`src/sv/spq_pkg.sv`:
```
`timescale 1ns / 1ps
// spq_pkg: action and status codes of the sorted priority queue
// no dependencies; used by the top level and the checker

package spq_pkg;

	typedef enum logic [2:0] {
		ACT_INSERT    = 3'd0,
		ACT_PEEK_HEAD = 3'd1,
		ACT_POP_HEAD  = 3'd2,
		ACT_PEEK_TAIL = 3'd3,
		ACT_POP_TAIL  = 3'd4,
		ACT_CLEAR     = 3'd5
	} action_t;

	typedef enum logic [1:0] {
		STATUS_OK    = 2'd0,
		STATUS_EMPTY = 2'd1,
		STATUS_FULL  = 2'd2
	} status_t;

endpackage

```
`src/sv/spq_req_if.sv`:
```
`timescale 1ns / 1ps
// spq_req_if: request channel of the sorted priority queue (action and value)
// no dependencies

interface spq_req_if #(
	parameter int VALUE_WIDTH = 32
);
	logic                          valid;
	logic                          ready;
	logic [2:0]                    action;
	logic signed [VALUE_WIDTH-1:0] value;

	modport source (output valid, output action, output value, input ready);
	modport sink (input valid, input action, input value, output ready);
endinterface

```
`src/sv/spq_rsp_if.sv`:
```
`timescale 1ns / 1ps
// spq_rsp_if: result channel of the sorted priority queue
// no dependencies; occupancy width follows from the capacity

interface spq_rsp_if #(
	parameter int VALUE_WIDTH = 32,
	parameter int CAPACITY    = 16
);
	localparam int OCC_W = $clog2(CAPACITY + 1);

	logic                          valid;
	logic                          ready;
	logic signed [VALUE_WIDTH-1:0] read_value;
	logic [1:0]                    status;
	logic [OCC_W-1:0]              occupancy;

	modport source (output valid, output read_value, output status, output occupancy,
		input ready);
	modport sink (input valid, input read_value, input status, input occupancy,
		output ready);
endinterface

```
`src/sv/spq_cfg_if.sv`:
```
`timescale 1ns / 1ps
// spq_cfg_if: configuration write channel, carries the sort direction bit
// no dependencies

interface spq_cfg_if;
	logic valid;
	logic ready;
	logic data;

	modport source (output valid, output data, input ready);
	modport sink (input valid, input data, output ready);
endinterface

```
`src/sv/sorted_priority_queue_unit.sv`:
```
`timescale 1ns / 1ps
// sorted_priority_queue_unit: double-ended priority queue kept as a sorted register row
// depends on spq_pkg, spq_req_if, spq_rsp_if, spq_cfg_if
// the result is registered in the output register when its item is accepted
// throughput: one item per cycle while results are taken, set by the parallel compare and one-place shift of the row
// ready drops only while a result is held in the output register and not taken
// reset clears the entry count, the sort direction and the result valid; entries are not reset

module sorted_priority_queue_unit #(
	parameter int CAPACITY    = 16,
	parameter int VALUE_WIDTH = 32
) (
	input logic       clk,
	input logic       arst_n,
	spq_req_if.sink   req,
	spq_rsp_if.source rsp,
	spq_cfg_if.sink   cfg
);
	localparam int CNT_W = $clog2(CAPACITY + 1);
	localparam int IDX_W = $clog2(CAPACITY);

	logic signed [VALUE_WIDTH-1:0] entry_q [CAPACITY];
	logic [CNT_W-1:0]              count_q;
	logic                          desc_q;

	logic                          rsp_valid_q;
	logic signed [VALUE_WIDTH-1:0] read_value_q;
	logic [1:0]                    status_q;
	logic [CNT_W-1:0]              occupancy_q;

	logic                          accept;
	logic                          empty;
	logic                          full;
	logic [CNT_W-1:0]              count_m1;
	logic signed [VALUE_WIDTH-1:0] tail_value;
	logic [CAPACITY-1:0]           take;

	logic [CNT_W-1:0]              nxt_count;
	logic signed [VALUE_WIDTH-1:0] nxt_read;
	spq_pkg::status_t              nxt_status;
	logic                          do_insert;
	logic                          do_pop_head;

	assign req.ready = !rsp_valid_q || rsp.ready;
	assign accept    = req.valid && req.ready;
	assign cfg.ready = 1'b1;

	assign empty      = (count_q == '0);
	assign full       = (count_q == CNT_W'(CAPACITY));
	assign count_m1   = count_q - CNT_W'(1);
	assign tail_value = entry_q[count_m1[IDX_W-1:0]];

	// per cell: insert position mask, then the cell's next value
	for (genvar g = 0; g < CAPACITY; g++) begin : g_cell
		logic                          below;
		logic                          beats;
		logic signed [VALUE_WIDTH-1:0] shift_in;
		logic signed [VALUE_WIDTH-1:0] pop_in;

		assign below = (CNT_W'(g) < count_q);
		assign beats = desc_q ? (req.value >= entry_q[g]) : (req.value <= entry_q[g]);

		// mask runs from the first stored cell the value beats up to count, so a row
		// kept in the other direction still inserts at the first match
		if (g == 0) begin : g_first
			assign take[g]  = (CNT_W'(g) == count_q) || (below && beats);
			assign shift_in = req.value;
		end else begin : g_rest
			assign take[g]  = (CNT_W'(g) == count_q) || (below && (beats || take[g-1]));
			assign shift_in = take[g-1] ? entry_q[g-1] : req.value;
		end

		if (g == CAPACITY - 1) begin : g_last
			assign pop_in = entry_q[g];
		end else begin : g_inner
			assign pop_in = entry_q[g+1];
		end

		always_ff @(posedge clk) begin
			if (accept && do_insert && take[g]) begin
				entry_q[g] <= shift_in;
			end else if (accept && do_pop_head) begin
				entry_q[g] <= pop_in;
			end
		end
	end

	always_comb begin
		nxt_count   = count_q;
		nxt_read    = '0;
		nxt_status  = spq_pkg::STATUS_OK;
		do_insert   = 1'b0;
		do_pop_head = 1'b0;
		case (req.action)
			spq_pkg::ACT_INSERT: begin
				if (full) begin
					nxt_status = spq_pkg::STATUS_FULL;
				end else begin
					do_insert = 1'b1;
					nxt_count = count_q + CNT_W'(1);
				end
			end
			spq_pkg::ACT_PEEK_HEAD, spq_pkg::ACT_POP_HEAD: begin
				if (empty) begin
					nxt_status = spq_pkg::STATUS_EMPTY;
				end else begin
					nxt_read = entry_q[0];
					if (req.action == spq_pkg::ACT_POP_HEAD) begin
						do_pop_head = 1'b1;
						nxt_count   = count_m1;
					end
				end
			end
			spq_pkg::ACT_PEEK_TAIL, spq_pkg::ACT_POP_TAIL: begin
				if (empty) begin
					nxt_status = spq_pkg::STATUS_EMPTY;
				end else begin
					nxt_read = tail_value;
					if (req.action == spq_pkg::ACT_POP_TAIL) begin
						nxt_count = count_m1;
					end
				end
			end
			spq_pkg::ACT_CLEAR: begin
				nxt_count = '0;
			end
			default: begin
				// unused codes leave everything as it is
			end
		endcase
	end

	always_ff @(posedge clk or negedge arst_n) begin
		if (!arst_n) begin
			count_q     <= '0;
			desc_q      <= 1'b0;
			rsp_valid_q <= 1'b0;
		end else begin
			if (cfg.valid) begin
				desc_q <= cfg.data;
			end
			if (accept) begin
				count_q     <= nxt_count;
				rsp_valid_q <= 1'b1;
			end else if (rsp.ready) begin
				rsp_valid_q <= 1'b0;
			end
		end
	end

	always_ff @(posedge clk) begin
		if (accept) begin
			read_value_q <= nxt_read;
			status_q     <= nxt_status;
			occupancy_q  <= nxt_count;
		end
	end

	assign rsp.valid      = rsp_valid_q;
	assign rsp.read_value = read_value_q;
	assign rsp.status     = status_q;
	assign rsp.occupancy  = occupancy_q;

endmodule

```
`src/flat_wrapper.sv`:
```
// flat-port wrapper written by rule: the top's interface ports become plain ports
module sorted_priority_queue_unit_flat 
#(
	parameter int CAPACITY    = 16,
	parameter int VALUE_WIDTH = 32
)
  (clk, arst_n, req_valid, req_action, req_value, req_ready, rsp_valid, rsp_read_value, rsp_status, rsp_occupancy, rsp_ready, cfg_valid, cfg_data, cfg_ready);
  spq_req_if #(.VALUE_WIDTH(VALUE_WIDTH)) req_i ();
  spq_rsp_if #(.VALUE_WIDTH(VALUE_WIDTH), .CAPACITY(CAPACITY)) rsp_i ();
  spq_cfg_if cfg_i ();
  input logic clk;
  input logic arst_n;
  input wire logic [$bits(req_i.valid)-1:0] req_valid;
  input wire logic [$bits(req_i.action)-1:0] req_action;
  input wire logic [$bits(req_i.value)-1:0] req_value;
  output wire logic [$bits(req_i.ready)-1:0] req_ready;
  output wire logic [$bits(rsp_i.valid)-1:0] rsp_valid;
  output wire logic [$bits(rsp_i.read_value)-1:0] rsp_read_value;
  output wire logic [$bits(rsp_i.status)-1:0] rsp_status;
  output wire logic [$bits(rsp_i.occupancy)-1:0] rsp_occupancy;
  input wire logic [$bits(rsp_i.ready)-1:0] rsp_ready;
  input wire logic [$bits(cfg_i.valid)-1:0] cfg_valid;
  input wire logic [$bits(cfg_i.data)-1:0] cfg_data;
  output wire logic [$bits(cfg_i.ready)-1:0] cfg_ready;
  assign req_i.valid = req_valid;
  assign req_i.action = req_action;
  assign req_i.value = req_value;
  assign req_ready = req_i.ready;
  assign rsp_valid = rsp_i.valid;
  assign rsp_read_value = rsp_i.read_value;
  assign rsp_status = rsp_i.status;
  assign rsp_occupancy = rsp_i.occupancy;
  assign rsp_i.ready = rsp_ready;
  assign cfg_i.valid = cfg_valid;
  assign cfg_i.data = cfg_data;
  assign cfg_ready = cfg_i.ready;
  sorted_priority_queue_unit #(.CAPACITY(CAPACITY), .VALUE_WIDTH(VALUE_WIDTH)) u_core (.clk(clk), .arst_n(arst_n), .req(req_i), .rsp(rsp_i), .cfg(cfg_i));
endmodule
```
`config.mk`:
```
export PLATFORM = sky130hd
export DESIGN_NAME = sorted_priority_queue_unit_flat
export DESIGN_NICKNAME = d
export VERILOG_FILES = /design/src/sv/spq_pkg.sv /design/src/sv/spq_req_if.sv /design/src/sv/spq_rsp_if.sv /design/src/sv/spq_cfg_if.sv /design/src/sv/sorted_priority_queue_unit.sv /design/src/flat_wrapper.sv
export SDC_FILE = /design/constraint.sdc
export NUM_CORES = 2
export LEC_CHECK = 0
export BUFFER_PORTS_ARGS = -buffer_cell sky130_fd_sc_hd__buf_2
export CAP_MARGIN = 5
export CORE_ASPECT_RATIO = 0.6
export CORE_MARGIN = 2
export CORE_UTILIZATION = 43
export CTS_CLUSTER_SIZE = 14
export DETAILED_ROUTE_END_ITERATION = 7
export PLACE_DENSITY = 0.65
export RECOVER_POWER = 25
export SYNTH_ARGS = -nofsm -noshare
export SYNTH_HDL_FRONTEND = slang
export SYNTH_SLANG_ARGS = --single-unit
```
`constraint.sdc`:
```
create_clock -name clk -period 9.3 [get_ports clk]
set_input_delay 1.395 -clock clk [delete_from_list [all_inputs] [get_ports clk]]
set_output_delay 1.395 -clock clk [all_outputs]
set_load 0.02 [all_outputs]
```
==> key figures <==
CTS
  – CTS Buffer Depth: 3
  – CTS tree: yes
  – Worst-path clk slew: roughly 70 ps
  – Count of cells resized by post-cts repair: 0
  – CTS root buf: clkbuf_16
  – Cts hold-fix bufs: 0
  – Inserted Clock Buffers: 60
  – H-tree levels: 2
  – Post-CTS setup buffer count: 0
  – Worst-Skew Late Latency: roughly 700 ps
  – Clock Sinks: around 560

Final layout
  – Share of layout cells above drive strength 1: roughly a tenth
  – Nets: between 5k and 6k
  – Most frequent cells in the layout: edfxtp_1 (551), inv_1 (524), o21ai_0 (519), ha_1 (517), nand2_1 (426)
  – Synthesis-to-finish area growth: 8.68%
  – Fillers: approximately 9.7k
  – Commonest non-fill, non-tap cell in the layout: edfxtp_1
  – Finished Core Util: 46.9%

Flow run
  – Max-cap violations: 6

STA
  – Setup TNS Final: 0 ps
  – Achievable frequency: roughly 0.13 GHz
  – Max_slew headroom: -61.6%
  – Clk_skew: between 50 and 60 ps
  – Slew @ Worst Pin: ~2400 ps
  – Period utilisation layout: 83.0%
  – Max-slew violations: between 200 and 250
  – Endpoints failing setup: 0
  – RSZ-0062 raised after global routing: no
  – Fin crit period: approximately 7700 ps
  – Final Hold Viols: 0

Drt
  – DRC: 0
  – Routed vias/inst: 6.46
  – Final wirelength: 170000 µm
  – WL/cell: roughly 28 µm
  – First-pass DRT Iterations: 6
  – DR iter-0 viols: between 6k and 7k
  – Final ANT Viol Nets: 0
  – DR vias: 39.2k

Floorplanning
  – Io pins: 83
  – Die extent in y: 255 µm
  – Site Rows: around 90
  – Core ar.: about 100000 µm²
  – Die area: between 100000 and 150000 µm²
  – Starting Density: between 40 and 50%
  – Die X: 422 µm

Synthesis
  – Dominant synthesized flop cell: edfxtp_1
  – Ys Warns: 0
  – Unique masters post-synth: 85
  – Post-synthesis sequential area ratio: between 30% and 40%
  – Post-Syn Nets: approximately 5.2k
  – Async SR Flop Fraction: under 10%
  – Syn Area/Cell: 9.68 µm²
  – EDFF count, synth: roughly 550
  – Flops & latches, synth: approximately 560
  – Syn Std Cell Area: ~45000 µm²
  – Post-Syn Instances: about 4.7k

GRT
  – First-pass GRT wire length: ~250000 µm
  – Largest net degree at the start of global routing: between 200 and 250
  – GRT overflow: 0
  – Initial antenna violation count: 7
  – Vias in the first global route: about 36k
  – GRT Overall Usage: between 30% and 40%

Worst setup path
  – Top delay family on crit path: flip-flops
  – Worst Path Required: between 9000 and 10000 ps
  – Arr. time, crit path: 8010 ps
  – Critical-path cell list: inv_1, ha_1, and2_2, or3_1, clkbuf_2, o21ai_4
  – Startpoint Class: flop
  – CP max-delay cell: dfrtp_1
  – Setup CP Type: flop to flop
  – Endpoint class of the critical path: flop
  – CP max stage delay: approximately 2000 ps
  – Max FO, Critical Path: 80
  – Buf/Inv on CP: 2

Outcome
  – Failing checks: capacitance limit, slew limit
  – Status: finished, violations left

Power and ir drop
  – Final Power: between 10 and 15 mW
  – Max VDD drop: 0.372 mV
  – PwrDens: 290 nW/µm²
  – Leak: 20.2 nW

Place
  – HPWL after DPL: 128000 µm
  – Final GP Congestion: roughly 1.0
  – PortBufs: just over 80

Worst hold path
  – Hold WC Path Type: flop to flop
-- path summary, 6_finish.rpt --
check / start / cells past startpoint / endpoint / slack, ps
max: u_core.count_q[0] / 6 / u_core.entry_q[5][24] / 1580
min: u_core.rsp.valid / 2 / u_core.rsp.valid / 540
max reg2reg: u_core.count_q[0] / 6 / u_core.entry_q[5][24] / 1580
min reg2reg: u_core.rsp.valid / 2 / u_core.rsp.valid / 540
max in group asynchronous: arst_n / 1 / u_core.count_q[2] / 8310
min in group asynchronous: arst_n / 1 / u_core.count_q[0] / 630
-- layout make-up --
class	instances	area, µm²	share of cell area (%)
multi-input cells	3285	25500	52.0
flip-flops and latches	558	16700	34.1
inverters	525	1970	4.01
well taps	1410	1760	3.59
clock buffers	63	1530	3.12
repair buffers	171	1080	2.20
clock inverters	49	507	1.03
diodes	1	2.50	0.00510
-- Yosys cell counts (all sizes together) (4+ instances only) --
library cell    n  area share, %
a211o           6           0.12
a211oi         40           0.68
a21o           51           0.85
a21oi         234            2.6
a221o           6           0.13
a221oi         13           0.25
a22oi         129            2.2
a31oi         141            2.0
and2            6          0.083
and3           17           0.24
and4           13           0.25
buf            53           0.66
clkbuf        245            2.0
dfrtp           7           0.39
edfxtp        551             37
ha            517             14
inv           525            4.4
mux2           33           0.82
mux2i         197            4.4
mux4          160            8.0
nand2         427            3.5
nand2b         23           0.32
nand3         112            1.2
nand4          84            1.2
nor2          238            2.0
nor2b          22           0.30
nor3           33           0.39
nor3b           4          0.066
nor4           18           0.30
o211ai         20           0.33
o21a           13           0.22
o21ai         583            6.5
o21bai         12           0.20
o221ai         34           0.66
o22ai           5          0.069
o31ai           4          0.066
or2             4          0.055
or3            15           0.22
xnor2          20           0.39
xor2            7           0.14
-- sequential cells by signal (all words and copies together) (netlist names) --
signal / flops
u_core.desc_q: 1
u_core.rsp.read_value: 32
u_core.entry_q: 512
u_core.count_q: 5
u_core.rsp.occupancy: 5
u_core.rsp.valid: 1
u_core.rsp.status: 2
-- cells by family after synthesis --
kind of cell    Yosys count  synth area share [%]
compound gates         1325                  17.6
xor+xnor                 27                 0.523
fa+ha+maj               517                  14.3
buf+inv                 823                  7.06
flops                   558                  37.0
mux                     390                  13.2
other cells               1               0.00830
simple gates           1025                  10.3
-- metal layers --
| metal | global-route usage (%) | part of all wire (%) | up-vias |
|---|---|---|---|
| li1 | - | - | 17200 |
| met1 | 47.4 | 44 | 19000 |
| met2 | 37.0 | 35 | 2764 |
| met3 | 16.0 | 19 | 178 |
| met4 | 5.44 | 1.6 | 6 |
| met5 | 1.18 | 0.13 | - |
-- worst reg2reg max path: stages (launching register included) --
cell	delay, ps
dfrtp_1	1990
inv_1	860
ha_1	810
and2_2	660
or3_1	1080
clkbuf_2	1060
o21ai_4	830
-- per-stage QoR --
stage | cell area [µm²] | worst slack (ps) | instances | hold WS [ps]
6_report | 49100 | 1580 | 6062 | 540
5_1_grt | 49100 | 1220 | 6061 | 573
4_1_cts | 49200 | 2780 | 6061 | 517
3_5_place_dp | 47200 | 2100 | 5949 | 525
3_3_place_gp | 47200 | 2160 | 5949 | 511
2_1_floorplan | 45200 | 2490 | 4666 | 540
-- power by group --
part	internal [mW]	total, mW	switching, mW
Clock	1.47	2.64	1.17
Combinational	2.88	7.81	4.94
Sequential	3.47	3.77	0.300
Total	7.82	14.2	6.41
(Power assumes the default switching activity.)
